$ cat src/rtl/clft_pkg.sv
// Package with constants, types and helper functions of the latest-frame table.
`timescale 1ns / 1ps
package clft_pkg;

  // Table geometry.
  localparam int SLOTS     = 32;
  localparam int MAP_BYTES = 256;
  localparam int ID_LIMIT  = MAP_BYTES * 8;
  localparam int MAX_BYTES = 8;
  localparam int IDX_W     = (SLOTS > 1) ? $clog2(SLOTS) : 1;
  localparam int CNT_W     = $clog2(SLOTS + 1);

  // Field widths of the channels.
  localparam int KIND_W  = 2;
  localparam int ID_W    = 29;
  localparam int DATA_W  = MAX_BYTES * 8;
  localparam int LEN_W   = 4;
  localparam int SLOT_W  = 5;
  localparam int COUNT_W = 6;

  // Request kinds.
  localparam logic [KIND_W-1:0] KIND_APPEND = 2'd0;
  localparam logic [KIND_W-1:0] KIND_CLEAR  = 2'd1;
  localparam logic [KIND_W-1:0] KIND_READ   = 2'd2;

  // Sequencer states.
  typedef enum logic [2:0] {
    ST_IDLE,
    ST_DISPATCH,
    ST_READ,
    ST_CMP,
    ST_RDWAIT,
    ST_FINISH
  } state_t;

  // One table entry as stored in the RAM.
  typedef struct packed {
    logic [ID_W-1:0]   id;
    logic [LEN_W-1:0]  len;
    logic [DATA_W-1:0] payload;
  } entry_t;

  localparam int ENTRY_W = $bits(entry_t);

  // Status from the datapath to the sequencer.
  typedef struct packed {
    logic [KIND_W-1:0] kind;
    logic              id_ok;
    logic [SLOT_W-1:0] read_slot;
    logic              match;
    logic              in_fire;
    logic              out_free;
  } ctrl_stat_t;

  // Commands from the sequencer to the datapath.
  typedef struct packed {
    logic             in_ready;
    logic             rd_en;
    logic [IDX_W-1:0] rd_addr;
    logic             wr_en;
    logic [IDX_W-1:0] wr_addr;
    logic             fin_load;
    logic             accepted;
    logic             slot_valid;
    logic [CNT_W-1:0] count;
  } ctrl_cmd_t;

  // Byte counts above the frame size store as a full frame.
  function automatic logic [LEN_W-1:0] sat_len(input logic [LEN_W-1:0] n);
    return (n > LEN_W'(MAX_BYTES)) ? LEN_W'(MAX_BYTES) : n;
  endfunction

  // Replace the low len bytes of the old payload with those of the new one.
  function automatic logic [DATA_W-1:0] merge_payload(input logic [DATA_W-1:0] old_data,
                                                      input logic [DATA_W-1:0] new_data,
                                                      input logic [LEN_W-1:0]  len);
    logic [DATA_W-1:0] res;
    for (int b = 0; b < MAX_BYTES; b++) begin
      res[8*b +: 8] = (LEN_W'(b) < len) ? new_data[8*b +: 8] : old_data[8*b +: 8];
    end
    return res;
  endfunction

endpackage

$ cat src/rtl/clft_ifs.sv
// Channel interfaces for requests into and results out of the latest-frame table.
`timescale 1ns / 1ps

interface clft_in_if
  import clft_pkg::*;
  ();
  logic              valid;
  logic              ready;
  logic [KIND_W-1:0] kind;
  logic [ID_W-1:0]   frame_id;
  logic [DATA_W-1:0] payload;
  logic [LEN_W-1:0]  byte_count;
  logic [SLOT_W-1:0] read_slot;

  modport source (output valid, kind, frame_id, payload, byte_count, read_slot,
                  input ready);
  modport sink (input valid, kind, frame_id, payload, byte_count, read_slot,
                output ready);
endinterface

interface clft_out_if
  import clft_pkg::*;
  ();
  logic               valid;
  logic               ready;
  logic               accepted;
  logic [COUNT_W-1:0] stored_count;
  logic               slot_valid;
  logic [ID_W-1:0]    slot_id;
  logic [DATA_W-1:0]  slot_payload;
  logic [LEN_W-1:0]   slot_bytes;

  modport source (output valid, accepted, stored_count, slot_valid, slot_id,
                  slot_payload, slot_bytes, input ready);
  modport sink (input valid, accepted, stored_count, slot_valid, slot_id,
                slot_payload, slot_bytes, output ready);
endinterface

$ cat src/rtl/clft_ram.sv
// Generic single-port-write, single-port-read RAM with registered read data.
`timescale 1ns / 1ps
module clft_ram #(
  parameter int WIDTH = 8,
  parameter int DEPTH = 32
) (
  input  logic                                       clk,
  input  logic                                       wr_en,
  input  logic [((DEPTH > 1) ? $clog2(DEPTH) : 1)-1:0] wr_addr,
  input  logic [WIDTH-1:0]                           wr_data,
  input  logic                                       rd_en,
  input  logic [((DEPTH > 1) ? $clog2(DEPTH) : 1)-1:0] rd_addr,
  output logic [WIDTH-1:0]                           rd_data
);

  logic [WIDTH-1:0] mem [DEPTH];

  // Write port.
  always_ff @(posedge clk) begin
    if (wr_en) begin
      mem[wr_addr] <= wr_data;
    end
  end

  // Read port; the data holds until the next read.
  always_ff @(posedge clk) begin
    if (rd_en) begin
      rd_data <= mem[rd_addr];
    end
  end

endmodule

$ cat src/rtl/clft_ctrl.sv
// Sequencer that walks the table with the shared identifier comparator.
`timescale 1ns / 1ps
module clft_ctrl import clft_pkg::*; (
  input  logic       clk,
  input  logic       rst_n,
  input  ctrl_stat_t stat,
  output ctrl_cmd_t  cmd
);

  localparam int CMP_W = SLOT_W + CNT_W;

  state_t           state_r, state_nxt;
  logic [CNT_W-1:0] idx_r, idx_nxt;
  logic [CNT_W-1:0] occ_r, occ_nxt;
  logic             acc_r, acc_nxt;
  logic             vld_r, vld_nxt;
  logic             at_end;
  logic             full;

  assign at_end = (idx_r == occ_r);
  assign full   = (occ_r == CNT_W'(SLOTS));

  // Control registers.
  always_ff @(posedge clk) begin
    if (!rst_n) begin
      state_r <= ST_IDLE;
      idx_r   <= '0;
      occ_r   <= '0;
      acc_r   <= 1'b0;
      vld_r   <= 1'b0;
    end else begin
      state_r <= state_nxt;
      idx_r   <= idx_nxt;
      occ_r   <= occ_nxt;
      acc_r   <= acc_nxt;
      vld_r   <= vld_nxt;
    end
  end

  // Next state.
  always_comb begin
    state_nxt = state_r;
    case (state_r)
      ST_IDLE: begin
        if (stat.in_fire) state_nxt = ST_DISPATCH;
      end
      ST_DISPATCH: begin
        case (stat.kind)
          KIND_APPEND: state_nxt = stat.id_ok ? ST_READ : ST_FINISH;
          KIND_READ:   state_nxt = ST_RDWAIT;
          default:     state_nxt = ST_FINISH;
        endcase
      end
      ST_READ: begin
        state_nxt = (at_end && full) ? ST_FINISH : ST_CMP;
      end
      ST_CMP: begin
        state_nxt = (at_end || stat.match) ? ST_FINISH : ST_READ;
      end
      ST_RDWAIT: begin
        state_nxt = ST_FINISH;
      end
      ST_FINISH: begin
        if (stat.out_free) state_nxt = ST_IDLE;
      end
      default: state_nxt = ST_IDLE;
    endcase
  end

  // Outputs and register updates.
  always_comb begin
    cmd            = '0;
    cmd.rd_addr    = idx_r[IDX_W-1:0];
    cmd.wr_addr    = idx_r[IDX_W-1:0];
    cmd.count      = occ_r;
    cmd.accepted   = acc_r;
    cmd.slot_valid = vld_r;
    idx_nxt        = idx_r;
    occ_nxt        = occ_r;
    acc_nxt        = acc_r;
    vld_nxt        = vld_r;
    case (state_r)
      ST_IDLE: begin
        cmd.in_ready = 1'b1;
      end
      ST_DISPATCH: begin
        acc_nxt = 1'b0;
        vld_nxt = 1'b0;
        idx_nxt = '0;
        case (stat.kind)
          KIND_CLEAR: begin
            occ_nxt = '0;
          end
          KIND_READ: begin
            cmd.rd_en   = 1'b1;
            cmd.rd_addr = stat.read_slot[IDX_W-1:0];
            vld_nxt     = (CMP_W'(stat.read_slot) < CMP_W'(occ_r));
          end
          default: ;
        endcase
      end
      ST_READ: begin
        // Fetch the entry under test, or the free slot's old bytes at the end.
        cmd.rd_en = !(at_end && full);
      end
      ST_CMP: begin
        if (at_end || stat.match) begin
          cmd.wr_en = 1'b1;
          acc_nxt   = 1'b1;
          if (at_end) occ_nxt = occ_r + CNT_W'(1);
        end else begin
          idx_nxt = idx_r + CNT_W'(1);
        end
      end
      ST_FINISH: begin
        cmd.fin_load = stat.out_free;
      end
      default: ;
    endcase
  end

endmodule

$ cat src/rtl/can_latest_frame_table.sv
// Requests are handled one at a time; the next is taken the cycle after the result is loaded.
// Reset: synchronous, active low; the table count and handshakes clear, entries do not.
// The search reads each stored identifier and then compares it, one slot after another.
`timescale 1ns / 1ps
module can_latest_frame_table import clft_pkg::*; (
  input logic       clk,
  input logic       rst_n,
  clft_in_if.sink   in_chan,
  clft_out_if.source out_chan
);

  // Captured request.
  typedef struct packed {
    logic [KIND_W-1:0] kind;
    logic [ID_W-1:0]   frame_id;
    logic [DATA_W-1:0] payload;
    logic [LEN_W-1:0]  byte_count;
    logic [SLOT_W-1:0] read_slot;
  } req_t;

  req_t               req_r;
  ctrl_stat_t         stat;
  ctrl_cmd_t          cmd;
  entry_t             rd_entry;
  entry_t             wr_entry;
  logic [ENTRY_W-1:0] rd_data;
  logic [LEN_W-1:0]   len_sat;
  logic               in_fire;
  logic               out_valid_r;
  logic               out_acc_r;
  logic [COUNT_W-1:0] out_count_r;
  logic               out_svld_r;
  logic [ID_W-1:0]    out_id_r;
  logic [DATA_W-1:0]  out_data_r;
  logic [LEN_W-1:0]   out_len_r;

  assign in_fire       = in_chan.valid && cmd.in_ready;
  assign in_chan.ready = cmd.in_ready;

  // Request capture.
  always_ff @(posedge clk) begin
    if (in_fire) begin
      req_r.kind       <= in_chan.kind;
      req_r.frame_id   <= in_chan.frame_id;
      req_r.payload    <= in_chan.payload;
      req_r.byte_count <= in_chan.byte_count;
      req_r.read_slot  <= in_chan.read_slot;
    end
  end

  // Entry storage.
  clft_ram #(
    .WIDTH(ENTRY_W),
    .DEPTH(SLOTS)
  ) u_ram (
    .clk    (clk),
    .wr_en  (cmd.wr_en),
    .wr_addr(cmd.wr_addr),
    .wr_data(wr_entry),
    .rd_en  (cmd.rd_en),
    .rd_addr(cmd.rd_addr),
    .rd_data(rd_data)
  );

  assign rd_entry = entry_t'(rd_data);

  // New entry contents merged with the bytes already held in the slot.
  assign len_sat          = sat_len(req_r.byte_count);
  assign wr_entry.id      = req_r.frame_id;
  assign wr_entry.len     = len_sat;
  assign wr_entry.payload = merge_payload(rd_entry.payload, req_r.payload, len_sat);

  // Status for the sequencer, including the shared identifier compare.
  assign stat.kind      = req_r.kind;
  assign stat.id_ok     = (req_r.frame_id < ID_W'(ID_LIMIT));
  assign stat.read_slot = req_r.read_slot;
  assign stat.match     = (rd_entry.id == req_r.frame_id);
  assign stat.in_fire   = in_fire;
  assign stat.out_free  = !out_valid_r || out_chan.ready;

  clft_ctrl u_ctrl (
    .clk  (clk),
    .rst_n(rst_n),
    .stat (stat),
    .cmd  (cmd)
  );

  // Output register.
  always_ff @(posedge clk) begin
    if (!rst_n) begin
      out_valid_r <= 1'b0;
    end else if (cmd.fin_load) begin
      out_valid_r <= 1'b1;
    end else if (out_chan.ready) begin
      out_valid_r <= 1'b0;
    end
  end

  always_ff @(posedge clk) begin
    if (cmd.fin_load) begin
      out_acc_r   <= cmd.accepted;
      out_count_r <= COUNT_W'(cmd.count);
      out_svld_r  <= cmd.slot_valid;
      out_id_r    <= cmd.slot_valid ? rd_entry.id : '0;
      out_data_r  <= cmd.slot_valid ? rd_entry.payload : '0;
      out_len_r   <= cmd.slot_valid ? rd_entry.len : '0;
    end
  end

  assign out_chan.valid        = out_valid_r;
  assign out_chan.accepted     = out_acc_r;
  assign out_chan.stored_count = out_count_r;
  assign out_chan.slot_valid   = out_svld_r;
  assign out_chan.slot_id      = out_id_r;
  assign out_chan.slot_payload = out_data_r;
  assign out_chan.slot_bytes   = out_len_r;

endmodule

$ cat src/flat_wrapper.sv
// flat-port wrapper written by rule: the top's interface ports become plain ports
module can_latest_frame_table_flat import clft_pkg::*;
  (clk, rst_n, in_chan_valid, in_chan_kind, in_chan_frame_id, in_chan_payload, in_chan_byte_count, in_chan_read_slot, in_chan_ready, out_chan_valid, out_chan_accepted, out_chan_stored_count, out_chan_slot_valid, out_chan_slot_id, out_chan_slot_payload, out_chan_slot_bytes, out_chan_ready);
  clft_in_if in_chan_i ();
  clft_out_if out_chan_i ();
  input logic clk;
  input logic rst_n;
  input wire logic [$bits(in_chan_i.valid)-1:0] in_chan_valid;
  input wire logic [$bits(in_chan_i.kind)-1:0] in_chan_kind;
  input wire logic [$bits(in_chan_i.frame_id)-1:0] in_chan_frame_id;
  input wire logic [$bits(in_chan_i.payload)-1:0] in_chan_payload;
  input wire logic [$bits(in_chan_i.byte_count)-1:0] in_chan_byte_count;
  input wire logic [$bits(in_chan_i.read_slot)-1:0] in_chan_read_slot;
  output wire logic [$bits(in_chan_i.ready)-1:0] in_chan_ready;
  output wire logic [$bits(out_chan_i.valid)-1:0] out_chan_valid;
  output wire logic [$bits(out_chan_i.accepted)-1:0] out_chan_accepted;
  output wire logic [$bits(out_chan_i.stored_count)-1:0] out_chan_stored_count;
  output wire logic [$bits(out_chan_i.slot_valid)-1:0] out_chan_slot_valid;
  output wire logic [$bits(out_chan_i.slot_id)-1:0] out_chan_slot_id;
  output wire logic [$bits(out_chan_i.slot_payload)-1:0] out_chan_slot_payload;
  output wire logic [$bits(out_chan_i.slot_bytes)-1:0] out_chan_slot_bytes;
  input wire logic [$bits(out_chan_i.ready)-1:0] out_chan_ready;
  assign in_chan_i.valid = in_chan_valid;
  assign in_chan_i.kind = in_chan_kind;
  assign in_chan_i.frame_id = in_chan_frame_id;
  assign in_chan_i.payload = in_chan_payload;
  assign in_chan_i.byte_count = in_chan_byte_count;
  assign in_chan_i.read_slot = in_chan_read_slot;
  assign in_chan_ready = in_chan_i.ready;
  assign out_chan_valid = out_chan_i.valid;
  assign out_chan_accepted = out_chan_i.accepted;
  assign out_chan_stored_count = out_chan_i.stored_count;
  assign out_chan_slot_valid = out_chan_i.slot_valid;
  assign out_chan_slot_id = out_chan_i.slot_id;
  assign out_chan_slot_payload = out_chan_i.slot_payload;
  assign out_chan_slot_bytes = out_chan_i.slot_bytes;
  assign out_chan_i.ready = out_chan_ready;
  can_latest_frame_table u_core (.clk(clk), .rst_n(rst_n), .in_chan(in_chan_i), .out_chan(out_chan_i));
endmodule
$ cat config.mk
export PLATFORM = sky130hd
export DESIGN_NAME = can_latest_frame_table_flat
export DESIGN_NICKNAME = d
export VERILOG_FILES = /design/src/rtl/clft_pkg.sv /design/src/rtl/clft_ifs.sv /design/src/rtl/clft_ram.sv /design/src/rtl/clft_ctrl.sv /design/src/rtl/can_latest_frame_table.sv /design/src/flat_wrapper.sv
export SDC_FILE = /design/constraint.sdc
export NUM_CORES = 2
export LEC_CHECK = 0
export ABC_AREA = 1
export BUFFER_PORTS_ARGS = -buffer_cell sky130_fd_sc_hd__clkbuf_2
export CORE_MARGIN = 3
export CORE_UTILIZATION = 50
export CTS_BUF_LIST = sky130_fd_sc_hd__clkbuf_8
export DETAILED_ROUTE_END_ITERATION = 12
export GPL_ROUTABILITY_DRIVEN = 1
export GPL_TIMING_DRIVEN = 1
export PLACE_DENSITY_LB_ADDON = 0.08
export SYNTH_ARGS = -nofsm -noshare
export SYNTH_HDL_FRONTEND = slang
export SYNTH_SLANG_ARGS = --single-unit
$ cat constraint.sdc
create_clock -name clk -period 8 [get_ports clk]
set_input_delay 0.8 -clock clk [delete_from_list [all_inputs] [get_ports clk]]
set_output_delay 0.8 -clock clk [all_outputs]
set_load 0.005 [all_outputs]
==> metrics.cfg <==
[place]
port_buffers=214
dp_cells=14120
dp.final_hpwl_um=176100
finalWeightedCongestion=0.7841

[global_routing]
grtUsageTotal=0.2705
use_met2=0.4312
grt_max_degree=221
grt.overflow.total=0
antenna_found_initial=6
busiest_layer=met2
grt_first_pass_wirelength_um=562900
grt_pass1_vias=84410
grt_use_met3=0.03953
met1_usage=0.3871

[critical_path]
cp-start-kind=register
worstPathRequired_ns=8.75
cp_data_arrival_time_ns=5.90
end_kind=register
crit_chain=xnor2_1 > nand2_1 > nor2_1 > nand2_1 > nor2_1 > nand2_1 > nand2_1 > nand2_1 > inv_1 > nand2_1 > nor2_4 > buf_12
slowest_stage=nor2_4
cp_max_fo=58
max_stage_delay_ns=1.05
crit_top_cell=nand2_1
crit_type=register to register

[synthesis]
synth-edff-count=3410
synth_largest_area_cell=edfxtp_1
syn-mean-instance-area_um2=12.49
yosysUniqueCellTypes=33
synth_seq_cells=3428
synth_ff_type=edfxtp_1
syn_nets=10990
netlist.area_leader.share=0.7540
ys_seq_area_frac=0.7566
yosys.cell_count.top_type=nand2_1
netlist_top_cells_area=edfxtp_1 75%, nand3_1 11%, nand2_1 9.5%, buf_2 1.9%, inv_1 0.44%
syn_inst=10870
netlist_area_mm2=0.1358
synth_common_cells=3453 x nand2_1, 3410 x edfxtp_1, 2912 x nand3_1, 505 x buf_2, 158 x inv_1
yosysWarnings=0
async_reset_ff_frac=0

[route]
ant_nets=0
wl_per_cell_um=25.14
route.final.wire_length_um=382500
firstDrtPassIters=6
route.vias.total=87480
first_iter_violations=9720
vias_per_cell=5.750
drc=0

[timing]
maxSlewHeadroom=0.1672
tightest_slew_ns=1.248
tns_ns=0
hold_viol=0
rsz0062_at_grt=false
slew_viol_final=0
setup_violations=0
final.setup_skew_ns=0.05197
finalCriticalPeriod_ns=5.146
fmax_ghz=0.1943
finalCritPeriodShare=0.6432

[cts]
numCtsBuffers=571
htree_levels=6
clk_latency_ns=1.14
cts_sinks=3428
clockBufferDepth=4
clock-root-buffer=clkbuf_8
cts_tree=yes
cts.reportedPaths.clkPinSlew_ns=0.06

[finish]
fin_cells=15210
drive_gt1_frac=0.09953
final_util=0.5625
nets=11360
syn_to_final_growth_pct=11.46

[floorplanning]
start_util=0.5047
dieHeight_um=527.2
die_w_um=527.2
io_pins=215
rows=190
core-area_mm2=0.2691
dieArea_mm2=0.2779

[power]
leakage_nw=54.03
p_per_area_mw_per_mm2=244.6
fin_total_pwr_mw=37.03
vdd_drop_max_mv=0.1664

[flow_run]
maxCapViolations=0

[run_status]
status=completed

[worst_hold_path]
hold_class=input pin to register

-- worst max-delay path, delay by kind of cell, from the launching register on --
family                    cells  cell delay [ns]
DFF                           1             1.00
and+or+nand+nor               9             2.70
buffers and inverters         2             0.69
xor gates and xnor gates      1             0.20
-- path summary, 6_finish.rpt --
| kind | from | endpoint | slack (ns) | depth (start not counted) |
|---|---|---|---|---|
| worst max register to register | u_core.req_r[74]$_DFFE_PP_ | u_core.u_ram.mem[13][79]$_DFFE_PP_ | 2.85 | 12 |
| worst min-delay path | in_chan_valid | u_core.u_ctrl.state_r[0]$_SDFFE_PN0P_ | 0.18 | 5 |
| worst max-delay path | u_core.req_r[74]$_DFFE_PP_ | u_core.u_ram.mem[13][79]$_DFFE_PP_ | 2.85 | 12 |
| worst min register to register | u_core.u_ctrl.acc_r$_SDFFE_PN0P_ | u_core.out_chan.accepted$_DFFE_PP_ | 0.49 | 0 |
-- what timing repair did --
action	CTS	global route
hold buffers	106	0
setup buffers	0	0
endpoints found under the hold margin	109	0
resized for setup	0	0
-- final cells by class --
cell class	count	area, um2
diodes	6	15.01
well taps	3552	4444
repair buffers	478	3994
multi-input cells	6597	29460
clock buffers	581	7996
inverters	166	660.6
fillers	22300	117700
clock inverters	405	2036
flip-flops and latches	3428	102800
-- kinds of logic after synthesis --
family / synth area share
AND/OR/NAND/NOR: 0.2059
flip-flops: 0.7566
buffers and inverters: 0.02878
multiplexers: 0.003980
AO/OA/AOI/OAI: 0.001778
XOR/XNOR: 0.001999
adder cells (fa/ha/maj): 0.0009213
-- registers in the layout, summed over array words and instances, names as in the netlist --
name and count:
u_core.out_chan.valid 1, u_core.u_ram.mem 3104, u_core.u_ctrl.vld_r 1, u_core.u_ctrl.idx_r 6
u_core.req_r 104, u_core.out_chan.slot_valid 1, u_core.out_chan.slot_id 29, u_core.out_chan.stored_count 6
u_core.out_chan.slot_bytes 4, u_core.u_ctrl.state_r 3, u_core.out_chan.accepted 1, u_core.u_ctrl.acc_r 1
u_core.u_ctrl.occ_r 6, u_core.u_ram.rd_data 97, u_core.out_chan.slot_payload 64
-- per-stage QoR --
stage               hold slack (ns)  setup slack [ns]  area [um2]
finish                       0.1769             2.854      151400
global route                 0.1085             2.658      151400
CTS                         0.04601             2.830      151400
detailed placement           0.4664             2.832      140300
global placement             0.4727             2.800      140300
floorplan                    0.4064             1.749      135800
-- routing by layer --
layer / up-vias / wire [um]
met4: 4 / 11130
met5: - / 29
met1: 43570 / 161800
li1: 39490 / -
met3: 639 / 29050
met2: 3772 / 180500
-- where the power goes --
| group | switching (mW) | internal (mW) | total [mW] | leakage (nW) |
|---|---|---|---|---|
| Sequential | 0.132 | 20.4 | 20.5 | 30.9 |
| Combinational | 1.96 | 0.601 | 2.56 | 17.3 |
| Clock | 6.95 | 6.99 | 13.9 | 5.82 |
-- placed cells by master (no fill, tap or decap), types with 3 or more instances in the layout --
cell type | synthesis | layout
a21oi_1 | 18 | 18
buf_12 | 0 | 54
buf_4 | 18 | 104
bufinv_16 | 0 | 7
clkbuf_2 | 0 | 214
clkbuf_8 | 0 | 581
clkinv_1 | 2 | 110
clkinv_2 | 0 | 45
clkinv_8 | 0 | 3
clkinvlp_4 | 0 | 20
dfxtp_1 | 18 | 17
diode_2 | 0 | 6
dlygate4sd3_1 | 0 | 106
edfxtp_1 | 3410 | 3410
ha_1 | 10 | 10
inv_1 | 158 | 351
inv_6 | 0 | 19
inv_8 | 0 | 14
mux2_2 | 48 | 48
nand2_1 | 3453 | 3452
nand3_1 | 2912 | 2912
nand4_1 | 4 | 4
nor2_1 | 83 | 49
nor2_4 | 2 | 35
nor3_1 | 5 | 4
o21ai_0 | 13 | 13
xnor2_1 | 21 | 21
xor2_1 | 10 | 10
No activity file was read; power rests on OpenSTA's default activity.
